--- src/hw/rtl/ffba_pkg.sv ---
// Shared constants, types and codes for the first-fit bin allocator.
`default_nettype none

package ffba_pkg;

   // Bin count and size width.
   localparam int NUM_BINS  = 64;
   localparam int SIZE_W    = 16;

   // Winner tree geometry: leaves sit at nodes LEAF_BASE .. LEAF_BASE+NUM_BINS-1.
   localparam int LEVELS    = $clog2(NUM_BINS);
   localparam int NODE_W    = LEVELS + 1;
   localparam int NODES     = 2 ** NODE_W;
   localparam int LEAF_BASE = 2 ** LEVELS;
   localparam int LVL_W     = $clog2(LEVELS + 1);

   // Result packing.
   localparam int BIN_OUT_W = 6;
   localparam int STATUS_W  = 2;
   localparam int RSP_W     = BIN_OUT_W + STATUS_W + SIZE_W;

   localparam logic [SIZE_W-1:0] CAP_RESET = {SIZE_W{1'b1}};

   typedef logic [SIZE_W-1:0] size_type;
   typedef logic [NODE_W-1:0] node_type;

   typedef enum logic [STATUS_W-1:0] {
      STATUS_PLACED    = 2'd0,
      STATUS_TOO_LARGE = 2'd1,
      STATUS_NO_ROOM   = 2'd2
   } status_type;

   // Access bundle from the sequencer to the tree store.
   typedef struct packed {
      logic     rd_en;
      node_type rd_addr_a;
      node_type rd_addr_b;
      logic     wr_en;
      node_type wr_addr;
      size_type wr_data;
      logic     clear;
      size_type fill_data;
   } tree_req_type;

endpackage

`default_nettype wire

--- src/hw/rtl/ffba_tree_mem.sv ---
// Winner tree store: two read ports, one write port, valid bits and refill value.
`default_nettype none

module ffba_tree_mem (
   input  wire logic                   clock,
   input  wire logic                   reset,
   input  wire ffba_pkg::tree_req_type tree_req,
   output logic [ffba_pkg::SIZE_W-1:0] rd_data_a,
   output logic [ffba_pkg::SIZE_W-1:0] rd_data_b
);

   localparam logic [ffba_pkg::NODE_W:0] PAD_START =
      (ffba_pkg::NODE_W + 1)'(ffba_pkg::LEAF_BASE + ffba_pkg::NUM_BINS);

   ffba_pkg::size_type           mem [ffba_pkg::NODES];
   logic [ffba_pkg::NODES-1:0]   valid_ff;
   ffba_pkg::size_type           fill_ff;
   ffba_pkg::size_type           raw_a_ff;
   ffba_pkg::size_type           raw_b_ff;
   logic                         hit_a_ff;
   logic                         hit_b_ff;
   logic                         pad_a_ff;
   logic                         pad_b_ff;
   logic                         hit_a_in;
   logic                         hit_b_in;
   logic                         pad_a_in;
   logic                         pad_b_in;

   // A node cleared in this cycle reads as the new fill value.
   always_comb begin
      hit_a_in = valid_ff[tree_req.rd_addr_a] & ~tree_req.clear;
      hit_b_in = valid_ff[tree_req.rd_addr_b] & ~tree_req.clear;
      pad_a_in = {1'b0, tree_req.rd_addr_a} >= PAD_START;
      pad_b_in = {1'b0, tree_req.rd_addr_b} >= PAD_START;
   end

   // Write port and registered read ports.
   always_ff @(posedge clock) begin
      if (tree_req.wr_en) begin
         mem[tree_req.wr_addr] <= tree_req.wr_data;
      end
      if (tree_req.rd_en) begin
         raw_a_ff <= mem[tree_req.rd_addr_a];
         raw_b_ff <= mem[tree_req.rd_addr_b];
         hit_a_ff <= hit_a_in;
         hit_b_ff <= hit_b_in;
         pad_a_ff <= pad_a_in;
         pad_b_ff <= pad_b_in;
      end
   end

   // Valid bits and refill value.
   always_ff @(posedge clock) begin
      if (reset) begin
         valid_ff <= '0;
         fill_ff  <= ffba_pkg::CAP_RESET;
      end else begin
         if (tree_req.clear) begin
            valid_ff <= '0;
            fill_ff  <= tree_req.fill_data;
         end
         if (tree_req.wr_en) begin
            valid_ff[tree_req.wr_addr] <= 1'b1;
         end
      end
   end

   // Padding leaves hold no space; unwritten nodes hold the fill value.
   always_comb begin
      rd_data_a = pad_a_ff ? '0 : (hit_a_ff ? raw_a_ff : fill_ff);
      rd_data_b = pad_b_ff ? '0 : (hit_b_ff ? raw_b_ff : fill_ff);
   end

endmodule

`default_nettype wire

--- src/hw/rtl/first_fit_bin_allocator.sv ---
// Top level of the first-fit bin allocator: request sequencer and result register.
`default_nettype none

// Places each request's object in the lowest-numbered of 64 bins whose free space is at
// least its size, and returns the bin, a status and the space left. Free space lives in a
// max winner tree held in one synchronous memory (two read ports, one write port); a
// placed object goes through the root read, the root check, one step per level on the way
// down (6 levels), one write per level on the way back up (7 writes) and the load of the
// result register before the next acceptance. A too-large object goes straight to that
// load, and an object that finds no room stops after the root check. Each can wait at the
// load while an earlier result still waits unaccepted in the output register. A restart flag
// refills the tree at once through per-node valid bits, so there is no clearing pass. The
// capacity register takes effect at the next restart; the too-large test uses its current
// value. A finished result waits in the output register while the next request is taken.
module first_fit_bin_allocator (
   input  wire logic        clock,
   input  wire logic        reset,
   input  wire logic        req_tvalid,
   output logic             req_tready,
   input  wire logic [15:0] req_tdata,   // [15:0] item_size
   input  wire logic        req_tuser,   // [0] restart
   output logic             rsp_tvalid,
   input  wire logic        rsp_tready,
   output logic [23:0]      rsp_tdata,   // [5:0] bin_index, [7:6] status, [23:8] space_left
   input  wire logic        csr_wr_en,
   input  wire logic [15:0] csr_wr_data
);

   typedef enum logic [2:0] {
      ST_IDLE,
      ST_ROOT,
      ST_DESC,
      ST_ASC,
      ST_DONE
   } state_type;

   localparam int LV = ffba_pkg::LEVELS;
   localparam int NW = ffba_pkg::NODE_W;

   // Control registers.
   state_type                  state_ff, state_in;
   ffba_pkg::size_type         cap_ff, cap_in;
   logic                       rsp_tvalid_ff, rsp_tvalid_in;
   logic [ffba_pkg::LVL_W-1:0] level_ff, level_in;

   // Payload registers.
   ffba_pkg::size_type         size_ff, size_in;
   ffba_pkg::node_type         node_ff, node_in;
   ffba_pkg::node_type         wr_node_ff, wr_node_in;
   ffba_pkg::size_type         wr_val_ff, wr_val_in;
   ffba_pkg::size_type         sib_ff [LV];
   ffba_pkg::size_type         sib_in [LV];
   logic [ffba_pkg::BIN_OUT_W-1:0] res_bin_ff, res_bin_in;
   ffba_pkg::status_type       res_status_ff, res_status_in;
   ffba_pkg::size_type         res_space_ff, res_space_in;
   logic [ffba_pkg::RSP_W-1:0] rsp_tdata_ff, rsp_tdata_in;

   ffba_pkg::tree_req_type     tree_req;
   ffba_pkg::size_type         rd_data_a;
   ffba_pkg::size_type         rd_data_b;

   logic                       req_accept;
   logic                       rsp_free;
   logic                       left_fits;
   ffba_pkg::node_type         child;
   ffba_pkg::size_type         chosen;
   ffba_pkg::size_type         sibling;
   ffba_pkg::size_type         up_val;
   logic                       at_leaf;

   ffba_tree_mem u_tree_mem (
      .clock     (clock),
      .reset     (reset),
      .tree_req  (tree_req),
      .rd_data_a (rd_data_a),
      .rd_data_b (rd_data_b)
   );

   assign req_tready = (state_ff == ST_IDLE);
   assign req_accept = req_tvalid & req_tready;
   assign rsp_free   = ~rsp_tvalid_ff | rsp_tready;
   assign rsp_tvalid = rsp_tvalid_ff;
   assign rsp_tdata  = rsp_tdata_ff;

   // Descent step: take the left child when it fits, else the right one.
   always_comb begin
      left_fits = (rd_data_a >= size_ff);
      child     = {node_ff[NW-2:0], ~left_fits};
      chosen    = left_fits ? rd_data_a : rd_data_b;
      sibling   = left_fits ? rd_data_b : rd_data_a;
      at_leaf   = (level_ff == ffba_pkg::LVL_W'(LV - 1));
      up_val    = (wr_val_ff >= sib_ff[0]) ? wr_val_ff : sib_ff[0];
   end

   // Sequencer next state and tree accesses.
   always_comb begin
      state_in      = state_ff;
      cap_in        = csr_wr_en ? csr_wr_data : cap_ff;
      rsp_tvalid_in = rsp_tvalid_ff & ~rsp_tready;
      level_in      = level_ff;
      size_in       = size_ff;
      node_in       = node_ff;
      wr_node_in    = wr_node_ff;
      wr_val_in     = wr_val_ff;
      res_bin_in    = res_bin_ff;
      res_status_in = res_status_ff;
      res_space_in  = res_space_ff;
      rsp_tdata_in  = rsp_tdata_ff;
      for (int i = 0; i < LV; i++) begin
         sib_in[i] = sib_ff[i];
      end

      tree_req           = '0;
      tree_req.clear     = req_accept & req_tuser;
      tree_req.fill_data = cap_ff;

      unique case (state_ff)
         ST_IDLE: begin
            // Take a request and read the root, unless it is too large.
            if (req_accept) begin
               size_in = req_tdata;
               if (req_tdata > cap_ff) begin
                  res_status_in = ffba_pkg::STATUS_TOO_LARGE;
                  res_bin_in    = '0;
                  res_space_in  = '0;
                  state_in      = ST_DONE;
               end else begin
                  tree_req.rd_en     = 1'b1;
                  tree_req.rd_addr_a = NW'(1);
                  tree_req.rd_addr_b = NW'(1);
                  state_in           = ST_ROOT;
               end
            end
         end
         ST_ROOT: begin
            // Root holds the largest free space: drop the request if it is short.
            if (rd_data_a < size_ff) begin
               res_status_in = ffba_pkg::STATUS_NO_ROOM;
               res_bin_in    = '0;
               res_space_in  = '0;
               state_in      = ST_DONE;
            end else begin
               node_in            = NW'(1);
               level_in           = '0;
               tree_req.rd_en     = 1'b1;
               tree_req.rd_addr_a = NW'(2);
               tree_req.rd_addr_b = NW'(3);
               state_in           = ST_DESC;
            end
         end
         ST_DESC: begin
            // Push the sibling for the way back up.
            sib_in[0] = sibling;
            for (int i = 1; i < LV; i++) begin
               sib_in[i] = sib_ff[i-1];
            end
            if (at_leaf) begin
               if (chosen >= size_ff) begin
                  wr_node_in   = child;
                  wr_val_in    = chosen - size_ff;
                  res_space_in = chosen - size_ff;
                  res_bin_in   = ffba_pkg::BIN_OUT_W'(child[LV-1:0]);
                  state_in     = ST_ASC;
               end else begin
                  res_status_in = ffba_pkg::STATUS_NO_ROOM;
                  res_bin_in    = '0;
                  res_space_in  = '0;
                  state_in      = ST_DONE;
               end
            end else begin
               node_in            = child;
               level_in           = level_ff + 1'b1;
               tree_req.rd_en     = 1'b1;
               tree_req.rd_addr_a = {child[NW-2:0], 1'b0};
               tree_req.rd_addr_b = {child[NW-2:0], 1'b1};
            end
         end
         ST_ASC: begin
            // Write the node, then rebuild its parent from the popped sibling.
            tree_req.wr_en   = 1'b1;
            tree_req.wr_addr = wr_node_ff;
            tree_req.wr_data = wr_val_ff;
            if (wr_node_ff == NW'(1)) begin
               res_status_in = ffba_pkg::STATUS_PLACED;
               state_in      = ST_DONE;
            end else begin
               wr_node_in = wr_node_ff >> 1;
               wr_val_in  = up_val;
               for (int i = 0; i < LV - 1; i++) begin
                  sib_in[i] = sib_ff[i+1];
               end
            end
         end
         ST_DONE: begin
            // Load the result register once it is free.
            if (rsp_free) begin
               rsp_tvalid_in = 1'b1;
               rsp_tdata_in  = {res_space_ff, res_status_ff, res_bin_ff};
               state_in      = ST_IDLE;
            end
         end
         default: begin
            state_in = ST_IDLE;
         end
      endcase
   end

   // Hold state and the result handshake.
   always_ff @(posedge clock) begin
      if (reset) begin
         state_ff      <= ST_IDLE;
         cap_ff        <= ffba_pkg::CAP_RESET;
         rsp_tvalid_ff <= 1'b0;
         level_ff      <= '0;
      end else begin
         state_ff      <= state_in;
         cap_ff        <= cap_in;
         rsp_tvalid_ff <= rsp_tvalid_in;
         level_ff      <= level_in;
      end
   end

   // Advance the payload registers.
   always_ff @(posedge clock) begin
      size_ff       <= size_in;
      node_ff       <= node_in;
      wr_node_ff    <= wr_node_in;
      wr_val_ff     <= wr_val_in;
      res_bin_ff    <= res_bin_in;
      res_status_ff <= res_status_in;
      res_space_ff  <= res_space_in;
      rsp_tdata_ff  <= rsp_tdata_in;
      for (int i = 0; i < LV; i++) begin
         sib_ff[i] <= sib_in[i];
      end
   end

   // A parent on the way up never holds less than the child below it.
   a_asc_max_grows: assert property (@(posedge clock) disable iff (reset)
      (state_ff == ST_ASC && wr_node_ff != NW'(1)) |=> (wr_val_ff >= $past(wr_val_ff)))
      else $error("tree ascent lowered a node value");

   // Tree writes happen only on the way up and never to the unused node.
   a_write_in_asc: assert property (@(posedge clock) disable iff (reset)
      tree_req.wr_en |-> (state_ff == ST_ASC && tree_req.wr_addr != '0))
      else $error("tree write outside ascent");

   // An oversized request goes straight to the result with the too-large status.
   a_too_large: assert property (@(posedge clock) disable iff (reset)
      (req_accept && req_tdata > cap_ff) |=>
         (state_ff == ST_DONE && res_status_ff == ffba_pkg::STATUS_TOO_LARGE))
      else $error("too-large request not reported");

endmodule

`default_nettype wire

--- config.mk ---
export PLATFORM = sky130hd
export DESIGN_NAME = first_fit_bin_allocator
export DESIGN_NICKNAME = d
export VERILOG_FILES = /design/src/hw/rtl/ffba_pkg.sv /design/src/hw/rtl/ffba_tree_mem.sv /design/src/hw/rtl/first_fit_bin_allocator.sv
export SDC_FILE = /design/constraint.sdc
export NUM_CORES = 2
export LEC_CHECK = 0
export BUFFER_PORTS_ARGS = -buffer_cell sky130_fd_sc_hd__buf_2
export CAP_MARGIN = 20
export CELL_PAD_IN_SITES_DETAIL_PLACEMENT = 1
export CELL_PAD_IN_SITES_GLOBAL_PLACEMENT = 2
export CORE_MARGIN = 3
export CORE_UTILIZATION = 44
export DETAILED_ROUTE_END_ITERATION = 10
export PLACE_DENSITY_LB_ADDON = 0.1
export SLEW_MARGIN = 40
export SYNTH_ARGS = -nofsm -noshare
export SYNTH_HDL_FRONTEND = slang
export SYNTH_SLANG_ARGS = --single-unit
--- constraint.sdc ---
create_clock -name clock -period 8.9 [get_ports clock]
set_input_delay 1.335 -clock clock [delete_from_list [all_inputs] [get_ports clock]]
set_output_delay 1.335 -clock clock [all_outputs]
set_load 0.05 [all_outputs]
==> metrics.txt <==
Period minus WS final=7.10 ns; Critical Path Max Stage Delay=0.88 ns; MaxCap Viol Count=0; maximum VDD drop=0.000306 V; dominant synthesized flop cell=edfxtp_1; R2R depth=17; RSZ-0062 raised after global routing=no; worst hold path type=flip-flop to flip-flop; Initial Util=44.5%; final hold violation count=0; chip width=492 um; WL/cell=36.2 um; Util after Layout=51.2%; # nets final=8930; Routed WL=441000 um; dpl hpwl=284000 um; mapped cell area=104000 um^2; overall power=39900 uW; critical path cell sequence=mux2_2, ha_1, nand4_1, nor4_1, a21boi_0, or3_1, o211ai_1, buf_4, inv_2, nor2_4, inv_8, buf_12, buf_4, a31oi_1, o21ai_0, a21oi_1, o41a_1; Residual DRC=0; Clock power frac=28.4%; Reg power frac=34.4%; antenna viol nets, final=0; Yosys reg bits=2438; Post-synth top cells=edfxtp_1 (2271), nand2_1 (2056), nor2_1 (612), nand3_1 (606), a21oi_1 (515); Cell variety after synth=85; Synth area leader=edfxtp_1; GRT overflow=0; initial drt markers=10845; TritonCTS clock tree=built; CP Launch Type=flip-flop; largest net degree at the start of global routing=109; Synthesis Warnings=0; setup TNS=0 ns; combinational power share=37.2%; clk sinks=2438; Reg-to-Reg Start=u_tree_mem.hit_a_ff; vias=78590; cell area power density=333 nW/um^2; # IOs=64; total track usage=35.6%; Cells after Synth=8708; r2r endpoint=u_tree_mem.raw_b_ff[3]; post-synthesis sequential area ratio=68.9%; Post-Syn Nets=8813; DR vias/cell=6.45; Post-CTS Setup Bufs=0; cell family with the largest share of critical-path delay=buffers and inverters; max-slew violations=0; first-pass GRT wire length=611000 um; area grow syn2layout=15.2%; slowest CP cell=edfxtp_1; most common cell in the netlist=edfxtp_1; P_int=23900 uW; Post-synth EDFFs=2271; Num CTS Buffers=289; P_sw=16000 uW; period utilisation layout=79.8%; critical path type=flip-flop to flip-flop; Worst-Margin Slew=0.958 ns; clk buf depth=4; Hold Buf Count CTS=0; htree depth=5; syn_area_per_cell=11.9 um^2; vias in the first global route=76856; Critical Path AT=7.75 ns; crit-path most repeated cell=buf_4; Final Skew=0.0627 ns; # fillers=23613; WHS Path Cells=0; PostCTS Resize Cnt=0; sw frac=40.1%; port bufs=63; Die ar.=242000 um^2; worst skew pair latency=0.95 ns; Root Buffer=clkbuf_16; Static Leak=0.0411 uW; drt pass-1 iters=6; CTS clk-pin slew, worst paths=0.06 ns; core area=234000 um^2; final setup fails=0; fraction of registers with async set/reset=0%; Post-Layout Inst Area=120000 um^2; row cnt=177; top cells by area, synth=edfxtp_1 (66%), nand2_1 (7.4%), dfxtp_1 (3.2%), nand3_1 (2.9%), a21oi_1 (2.5%); Post-DP Area=111000 um^2; CP Buf/Inv Count=5; Worst slew margin=35.9%; share of cells above drive strength 1=12.3%; GP Congestion=0.938; antenna violations before repair=38; R2R Setup Slk=1.80 ns; die height=492 um; share of the synthesized area in the top cell type=65.7%; fmax=141 MHz; Min-Delay Endpoint=rsp_tdata[13]; status=finished, final reports clean; crit path max fanout=108; Worst EP required=9.55 ns; Crit. End Element=flip-flop; Hold Crit Start=res_space_ff[5]
-- stage by stage --
step	std cells	hold WS, ns	setup WS, ns
2_1_floorplan	8708	0.400	1.09
3_3_place_gp	11601	0.418	0.902
3_5_place_dp	11653	0.433	1.95
4_1_cts	12147	0.430	1.92
5_1_grt	12162	0.436	1.53
6_report	12176	0.424	1.80
-- state kept, by name (all words and copies together), names as in the netlist, 3 cells and up --
name / count
u_tree_mem.mem: 2048
u_tree_mem.valid_ff: 128
sib_ff: 96
rsp_tdata: 24
cap_ff: 16
res_space_ff: 16
size_ff: 16
u_tree_mem.fill_ff: 16
u_tree_mem.raw_a_ff: 16
u_tree_mem.raw_b_ff: 16
wr_val_ff: 16
wr_node_ff: 7
node_ff: 6
res_bin_ff: 6
level_ff: 3
state_ff: 3
-- worst max path at each step --
| stage | to | cells after the start | start |
|---|---|---|---|
| after CTS | u_tree_mem.raw_b_ff[15] | 17 | u_tree_mem.hit_a_ff |
| after global placement | u_tree_mem.raw_a_ff[8] | 15 | u_tree_mem.hit_a_ff |
| after global routing | wr_val_ff[1] | 21 | u_tree_mem.hit_a_ff |
| final | u_tree_mem.raw_b_ff[3] | 17 | u_tree_mem.hit_a_ff |
| after floorplan | wr_val_ff[0] | 7 | wr_node_ff[3] |
| after detailed placement | u_tree_mem.raw_b_ff[15] | 17 | u_tree_mem.hit_a_ff |
-- cells in the final DEF (no fill, tap or decap), types with 22 or more instances in the layout --
master	instances
o21ai_0	224
a31oi_1	108
a211oi_1	94
clkbuf_1	79
buf_4	265
nor2_1	483
nor2_4	67
inv_1	83
clkinv_1	45
a21oi_1	511
nand4_1	118
dfxtp_1	167
ha_1	66
o31ai_1	48
nor3_1	127
nand3_1	604
nand2_1	2042
o22ai_1	54
edfxtp_1	2271
a22oi_1	76
a311oi_1	123
buf_2	62
mux2_2	31
nor2_2	63
clkinv_2	38
clkbuf_16	294
mux2i_1	177
and3_1	87
a32oi_1	22
o211ai_1	95
buf_12	44
mux4_2	28
buf_16	35
-- layer usage --
| layer | GRT usage [%] | up-vias | routed length [um] |
|---|---|---|---|
| li1 | - | 32406 | - |
| met1 | 48.6 | 40610 | 174000 |
| met2 | 53.8 | 4539 | 195000 |
| met3 | 7.68 | 1021 | 45300 |
| met4 | 17.8 | 14 | 26700 |
| met5 | 0 | - | 139 |
-- power by group through the flow --
stage / Combinational, uW / Sequential (uW) / Clock, uW
final: 14800 / 13700 / 11300
after global placement: 14100 / 14000 / 0
after floorplan: 8280 / 13800 / 0
after detailed placement: 14400 / 14000 / 0
after CTS: 14500 / 13700 / 11400
after global routing: 15500 / 13800 / 11900
-- cells by family after synthesis --
| kind of cell | count (synthesis) | share of synthesized area (%) |
|---|---|---|
| AND/OR/NAND/NOR | 3715 | 15.1 |
| flip-flops | 2438 | 68.9 |
| AO/OA/AOI/OAI | 1536 | 9.45 |
| buffers and inverters | 700 | 2.98 |
| multiplexers | 236 | 2.65 |
| adder cells (fa/ha/maj) | 67 | 0.814 |
| XOR/XNOR | 16 | 0.135 |
-- area by class of cell --
| cell class | count | area (um^2) | area share (%) |
|---|---|---|---|
| diodes | 16 | 40.0 | 0.0335 |
| clock buffers | 383 | 7770 | 6.49 |
| clock inverters | 111 | 986 | 0.824 |
| inverters | 87 | 334 | 0.279 |
| multi-input cells | 5570 | 30400 | 25.4 |
| flip-flops and latches | 2438 | 71500 | 59.8 |
| well taps | 3132 | 3920 | 3.28 |
| repair buffers | 439 | 4600 | 3.84 |
Power figures use the tool's default switching activity.
